`src/hdl/fpd_ram.sv`:
```
module fpd_ram #(
	parameter int WIDTH = 8,
	parameter int DEPTH = 16,
	localparam int AW = (DEPTH > 1) ? $clog2(DEPTH) : 1
) (
	input  logic             clk,
	input  logic             wr_en,
	input  logic [AW-1:0]    wr_addr,
	input  logic [WIDTH-1:0] wr_data,
	input  logic [AW-1:0]    rd_addr,
	output logic [WIDTH-1:0] rd_data
);

	logic [WIDTH-1:0] mem [DEPTH];

	always_ff @(posedge clk) begin
		if (wr_en) begin
			mem[wr_addr] <= wr_data;
		end
		rd_data <= mem[rd_addr];
	end

endmodule

```
`config.mk`:
```
export PLATFORM = sky130hd
export DESIGN_NAME = fpd_ram
export DESIGN_NICKNAME = d
export VERILOG_FILES = /design/src/hdl/fpd_ram.sv
export SDC_FILE = /design/constraint.sdc
export NUM_CORES = 1
export LEC_CHECK = 0
export BUFFER_PORTS_ARGS = -buffer_cell sky130_fd_sc_hd__buf_4
export CAP_MARGIN = 20
export CORE_MARGIN = 4
export CORE_UTILIZATION = 25
export CTS_BUF_LIST = sky130_fd_sc_hd__clkbuf_2
export CTS_CLUSTER_DIAMETER = 200
export CTS_CLUSTER_SIZE = 14
export DETAILED_ROUTE_END_ITERATION = 16
export HOLD_SLACK_MARGIN = 0.15
export SLEW_MARGIN = 5
export SYNTH_ARGS = -nofsm -noshare
export SYNTH_HDL_FRONTEND = slang
export SYNTH_SLANG_ARGS = --single-unit
```
`constraint.sdc`:
```
create_clock -name clk -period 2.3 [get_ports clk]
set_clock_uncertainty 0.15 [all_clocks]
set_input_delay 0.115 -clock clk [delete_from_list [all_inputs] [get_ports clk]]
set_output_delay 0.115 -clock clk [all_outputs]
set_load 0.02 [all_outputs]
```
Yosys cells after proc, flatten, opt, wreduce, memory -nomap -nowiden

Memories as Yosys holds them, arrays and structs flattened. A register that Yosys moved wholly into a read port is not among the register bits.
Index checks and enable logic that the tools add are counted.

Muxes and demuxes: 2

Operators with widths:

| kind    | number |
|---|---|
| $mux W1 | 2 |

Register bits after elaboration: 0
Bits in writable memories: 128
Memories kept: 1

Memories:

| memory | depth | width | rd ports | clocked after memory_dff | write ports | line | text |
|---|---|---|---|---|---|---|---|
| mem    | 16    | 8     | 1        | 1                        | 1           | 14   | `logic [WIDTH-1:0] mem [DEPTH];` |

Logic depth before layout (Yosys ltp)

Gate-level depths: netlist of run 1.

Word-level depth: 2
Mapped depth: 5
Depth with buffers taken out: 3

Least setup slack after synthesis of run 1

Ideal clock, no wire load.

Path kind: input-to-reg
Start point: in wr_addr[2]
End point: mem mem[0][0], enable pin
Path slack: 0.542 ns
Data arrival time: 1.225 ns
Required time: 1.767 ns
Path buffers: 0
Cell stages on the path: 2
Library setup time: 0.383 ns
Cell sequence: or3b_2 nor3_1

RTL lines:

| what            | line | text |
|---|---|---|
| start, declared | 8    | `input logic [AW-1:0] wr_addr,` |
| end, declared   | 14   |  |

Straight into the memory's write port.

==> metrics.md, run 1 <==
| Metric | Value |
|---|---|
| Run status | `finished, final reports clean` |
| Most common cell after layout, fill and taps aside | `edfxtp_1` |
| Final Hold Vio Count | `0` |
| Period utilization | `90.5%` |
| Clock Latency Late Sink | `~660 ps` |
| Routed wire length | `between 10 and 15 mm` |
| Gpl congestion | `0.712` |
| Startpoint types | `input pin` |
| Number of CTS-inserted buffers | `17` |
| Slew margin rel. | `60.7%` |
| GRT overflow | `0` |
| Syn_area_per_cell | `22.5 um^2` |
| Synth unique cells | `19` |
| Critical path required time | `2700 ps` |
| Worst Max-Slew Pin Slew | `588 ps` |
| Max Root-Sink Buffers | `2` |
| Non-filler cells, final | `600` |
| Fin. max-slew vios | `0` |
| Height of the die | `151 um` |
| Post-synthesis register bit count | `136` |
| Fill count | `1944` |
| Routed vias | `2593` |
| Max-cap violations | `0` |
| Final worst path period need | `2080 ps` |
| DR WL/cell | `18.6 um` |
| Crit Path Max Fanout | `28` |
| Reg clk slew, reported paths | `190 ps` |
| Layout cells sized above 1 | `28.8%` |
| Synthesized instance count | `229` |
| Crit. End Element | `flip-flop` |
| IO Pins | `26` |
| Initial DRC count | `slightly above 300` |
| # nets final | `335` |
| YS warnings | `0` |
| Final setup fails | `0` |
| Setup TNS | `0 ps` |
| Row count | `52` |
| PortBufs | `25` |
| DP HPWL | `6.94 mm` |
| Commonest non-fill, non-tap cells in the layout | `edfxtp_1, buf_4, dlygate4sd3_1, mux4_2, clkbuf_2` |
| RSZ-0062 raised after global routing | `no` |
| Largest net degree at the start of global routing | `33` |
| Total clock sinks | `136` |
| First-pass GRT wire length | `16.7 mm` |
| Peak VDD IR | `about 400 uV` |
| Worst hold path class | `in2reg` |
| Synth-to-layout area growth | `23.1%` |
| Mapped Nets | `approximately 250` |
| Fin util | `a little under a third` |
| CORE AREA | `0.0202 mm^2` |
| GRT Total Usage | `10.3%` |
| DIE AREA | `~0.023 mm^2` |
| Dpl cells | `534` |
| Worst Path Arrival | `2480 ps` |
| ANT cells | `0` |
| CTS tree | `yes` |
| WS Path Type | `in2reg` |
| H-tree levels | `4` |
| Register area share after synthesis | `77.8%` |
| Antenna viol nets, final | `0` |
| Pre-antenna DRT Iters | `5` |
| Initial core utilization | `approximately 25%` |
| PwrDens | `721 mW/mm^2` |
| Post-synthesis cell area | `between 0.005 and 0.006 mm^2` |
| Root Buffer | `clkbuf_2` |
| Die Width | `151 um` |
| DRC Markers | `0` |
| Initial antenna violation count | `0` |
| Vias in the first global route | `2686` |
| Static leakage | `between 2 and 2.5 nW` |
| Peak Freq | `480 MHz` |
| Post-DR vias/cell | `4.32` |
kinds of logic after synthesis:
family / count (synthesis) / synth area share, %
flops: 136 / 77.8
simple gates: 35 / 3.18
mux: 32 / 15.0
compound gates: 16 / 2.33
buf+inv: 10 / 1.68
power breakdown:
group	internal (mW)	switching (mW)
Clock	0.599	0.842
Sequential	2.77	0.0187
Combinational	0.165	0.176
Total	3.53	1.04
through the flow:
stage / hold WS (ps) / power, mW / worst slack, ps / area [um^2]
6_report: 384 / 4.57 / 217 / 6340
5_1_grt: 281 / 4.75 / 167 / 6340
4_1_cts: 307 / 4.61 / 287 / 6340
3_5_place_dp: 284 / 3.14 / 493 / 5750
3_3_place_gp: 269 / 3.13 / 501 / 5750
2_1_floorplan: 63.9 / 3.00 / 542 / 5150
flip-flops by register name, indices dropped and copies added, names as in the netlist:
signal   count
rd_data      8
mem        128
critical path, cell delays in order:
cell and delay [ps]:
dlygate4sd3_1 530, buf_4 170, buf_12 250, mux4_1 640
a22oi_1 150, dlygate4sd3_1 570, nand2_1 50
cells in the mapped netlist:
cell type        number  share of area [%]
a22oi_1              16                2.3
nand2b_1              2               0.24
and2b_1               1               0.15
nand2_1               9               0.66
buf_6                 3               0.66
and2_1                1               0.12
nor2_1               13               0.95
buf_4                 1               0.15
mux4_2               18                7.9
nand3_1               1              0.097
nor3_1                4               0.39
mux4_1               14                7.1
dfxtp_1               8                3.1
clkdlybuf4s25_2       3               0.58
edfxtp_1            128                 75
or3b_2                1               0.17
nand3b_1              2               0.29
nor2b_1               1               0.12
buf_2                 3               0.29
area by class of cell:
type	instances	area, um^2	area share [%]
clock buffers	18	90.1	1.42
repair buffers	79	691	10.9
well taps	270	338	5.33
flip-flops and latches	136	4000	63.2
clock inverters	14	158	2.49
multi-input cells	83	1060	16.7
layer usage:
layer	GRT usage [%]	vias to the layer above	wire length (um)
li1	-	1146	-
met1	15.0	1345	5280
met2	15.1	98	5080
met3	3.00	4	740
met4	2.88	0	58
met5	0	-	0
worst paths after layout:
path                        start  cells after the start                  end  slack [ps]
max                    rd_addr[0]                      7   rd_data[2]$_DFF_P_         220
min                    wr_addr[1]                      4  mem[0][6]$_DFFE_PP_         380
max reg2reg   mem[4][2]$_DFFE_PP_                      4   rd_data[2]$_DFF_P_         330
min reg2reg  mem[12][6]$_DFFE_PP_                      3   rd_data[6]$_DFF_P_         550
timing repair:
| item | in CTS | in global routing |
|---|---|---|
| gates resized for setup | 0 | 0 |
| buffers inserted | 0 | 0 |
| hold buffers | 34 | 0 |
| hold endpoints to repair | 264 | 0 |
Note: power is estimated with default switching activity, not from simulation.
==> run 2, diff against run 1 <==
Settings changed: BUFFER_PORTS_ARGS -buffer_cell sky130_fd_sc_hd__buf_4 to not set, DONT_BUFFER_PORTS set to 1.
==> metrics.md, run 2 (same netlist as run 1, synthesis figures left out) <==
| Metric | Value |
|---|---|
| H-tree levels | `4 (unchanged)` |
| Register-to-register setup slack | `320 ps (about the same)` |
| Fin. max-slew vios | `0 (unchanged)` |
| Int Pwr | `3.48 mW (-1.5%)` |
| Crit path from | `rd_addr[2]` |
| Initial antenna violation count | `0 (unchanged)` |
| DIE AREA | `0.0229 mm^2 (unchanged)` |
| GRT Total Usage | `9.30% (-1.0 points)` |
| Peak Freq | `474 MHz (-1.3%)` |
| Pwr Total | `4.48 mW (-1.9%)` |
| Routed vias | `2400 (-7.4%)` |
| Largest net degree at the start of global routing | `33 (unchanged)` |
| PortBufs | `0 (-100%)` |
| IO Pins | `26 (unchanged)` |
| Worst reg2reg path endpoint | `rd_data[4]$_DFF_P_` |
| Clock Power Share | `31.5% (about the same)` |
| Slew margin rel. | `55.1% (-5.6 points)` |
| Post-CTS Resized | `0 (unchanged)` |
| Hold path start | `wr_data[5]` |
| Top flop regs | `mem x128, rd_data x8` |
| Max stage delay on crit path | `810 ps (+170 ps)` |
| Routed wire length | `10.1 mm (-9.8%)` |
| Max-cap violations | `0 (unchanged)` |
| Period utilization | `91.8% (+1.2 points)` |
| Worst Hold End | `mem[7][5]$_DFFE_PP_` |
| ANT cells | `0 (unchanged)` |
| DRC Markers | `0 (unchanged)` |
| Synth-to-layout area growth | `18.4%` |
| Root Buffer | `clkbuf_2` |
| Worst Path Arrival | `2540 ps (+60 ps)` |
| R2R depth | `4 (unchanged)` |
| DP Area | `0.00552 mm^2 (-4.0%)` |
| Post-CTS Setup Bufs | `0 (unchanged)` |
| Max FFs per register | `128 (unchanged)` |
| Worst path cell trace | `dlygate4sd3_1 > nor2b_1 > dlygate4sd3_1 > a22oi_1 > dlygate4sd3_1 > nand2_1` |
| RSZ-0062 raised after global routing | `no` |
| Reg clk slew, reported paths | `190 ps (about the same)` |
| Most common cell on crit path | `dlygate4sd3_1` |
| Kind of cell adding the most delay to the critical path | `buffers and inverters` |
| Switching pwr | `1.01 mW (-2.9%)` |
| Die Width | `151 um (unchanged)` |
| Most flops, register | `mem` |
| DP HPWL | `6.41 mm (-7.5%)` |
| Critical path required time | `2730 ps (+30 ps)` |
| Startpoint types | `input pin` |
| Seq pwr share | `62.8% (+1.8 points)` |
| Sw Ratio | `22.5% (-0.24 points)` |
| PwrDens | `736 mW/mm^2 (+2.1%)` |
| Final worst path period need | `2110 ps (+28.4 ps)` |
| Hold path depth | `1 (-3)` |
| Antenna viol nets, final | `0 (unchanged)` |
| CP max-delay cell | `dlygate4sd3_1` |
| Final Hold Vio Count | `0 (unchanged)` |
| Crit. End Element | `flip-flop` |
| GRT overflow | `0 (unchanged)` |
| Height of the die | `151 um (unchanged)` |
| Number of CTS-inserted buffers | `17 (unchanged)` |
| Pre-antenna DRT Iters | `4 (-1)` |
| Row count | `52 (unchanged)` |
| Worst hold path class | `in2reg` |
| Layout cells sized above 1 | `21.9% (-6.9 points)` |
| Final setup fails | `0 (unchanged)` |
| First-pass GRT wire length | `15.4 mm (-8.0%)` |
| Max Root-Sink Buffers | `2 (unchanged)` |
| Setup TNS | `0 ps (unchanged)` |
| # nets final | `302 (-9.9%)` |
| Commonest non-fill, non-tap cells in the layout | `edfxtp_1, dlygate4sd3_1, mux4_2, clkbuf_2` |
| Run status | `finished, final reports clean` |
| DR WL/cell | `17.8 um (-4.5%)` |
| CORE AREA | `0.0202 mm^2 (unchanged)` |
| CTS tree | `yes` |
| Static leakage | `1.96 nW (-7.8%)` |
| Post-DR vias/cell | `4.23 (-2.1%)` |
| WS Path Type | `in2reg` |
| Buffers plus inverters on the worst setup path | `3 (-1)` |
| Initial DRC count | `254 (-18%)` |
| Peak VDD IR | `370 uV (-7.4%)` |
| Final Instance Area | `0.00609 mm^2 (-3.9%)` |
| Power share of the combinational group | `5.7% (-1.8 points)` |
| Worst Max-Slew Pin Slew | `671 ps (+83.2 ps)` |
| Cts hold-fix bufs | `28 (-18%)` |
| Gpl congestion | `0.684 (-3.9%)` |
| Initial core utilization | `25.4% (unchanged)` |
| Total clock sinks | `136 (unchanged)` |
| Most common cell after layout, fill and taps aside | `edfxtp_1` |
| Clock Latency Late Sink | `640 ps (-20 ps)` |
| Fin util | `30.1% (-1.2 points)` |
| Crit Path Max Fanout | `8 (-71%)` |
| FF-to-FF Start | `mem[10][4]$_DFFE_PP_` |
| Vias in the first global route | `2574 (-4.2%)` |
==> run 2: changes by cell type in the layout (fill, tap and decap cells not counted), sizes merged <==
cell         previous run  this run
buf                    45        18
clkinvlp                1         3
clkbuf                 18        17
dlygate4sd3            34        28
clkinv                 10         9
==> run 2: power groups by stage <==
stage	Combinational [mW]	Sequential [mW]	Clock [mW]
2_1_floorplan	0.141	2.85	0
3_3_place_gp	0.147	2.87	0
3_5_place_dp	0.148	2.87	0
4_1_cts	0.258	2.82	1.45
5_1_grt	0.281	2.82	1.58
6_report	0.257	2.81	1.41
==> run 2: worst max-delay path by stage <==
stage / to / cells past startpoint
finish: rd_data[4]$_DFF_P_ / 6
global route: rd_data[2]$_DFF_P_ / 4
CTS: rd_data[4]$_DFF_P_ / 6
detailed placement: mem[0][3]$_DFFE_PP_ / 3
global placement: rd_data[2]$_DFF_P_ / 3
floorplan: mem[0][0]$_DFFE_PP_ / 2
==> run 2: worst register-to-register path: stages (launching register included) <==
cell,delay [ps]
edfxtp_1,400
mux4_1,520
a22oi_1,200
dlygate4sd3_1,580
nand2_1,50
==> run 2: layer usage <==
metal / vias to the layer above / routed length [um] / share of wire [%] / global-route usage (%)
met5: - / 0 / 0 / 0
met4: 0 / 36 / 0.36 / 2.43
met3: 2 / 863 / 8.6 / 4.13
met2: 73 / 4640 / 46 / 14.0
met1: 1235 / 4530 / 45 / 12.3
li1: 1090 / - / - / -
==> run 2: cell type report <==
type / instances / area [um^2]
tap: 270 / 338
clock buffer: 17 / 85.1
clock inverter: 15 / 160
timing repair buffer: 46 / 448
multi-input combinational: 83 / 1060
fill: 1927 / 14100
sequential: 136 / 4000
==> run 2: per-stage QoR <==
stage	std cells	worst slack (ps)	hold slack, ps
6_report	567	189	274
5_1_grt	567	190	188
4_1_cts	565	289	175
3_5_place_dp	505	805	65.0
3_3_place_gp	505	841	65.0
2_1_floorplan	229	542	63.9
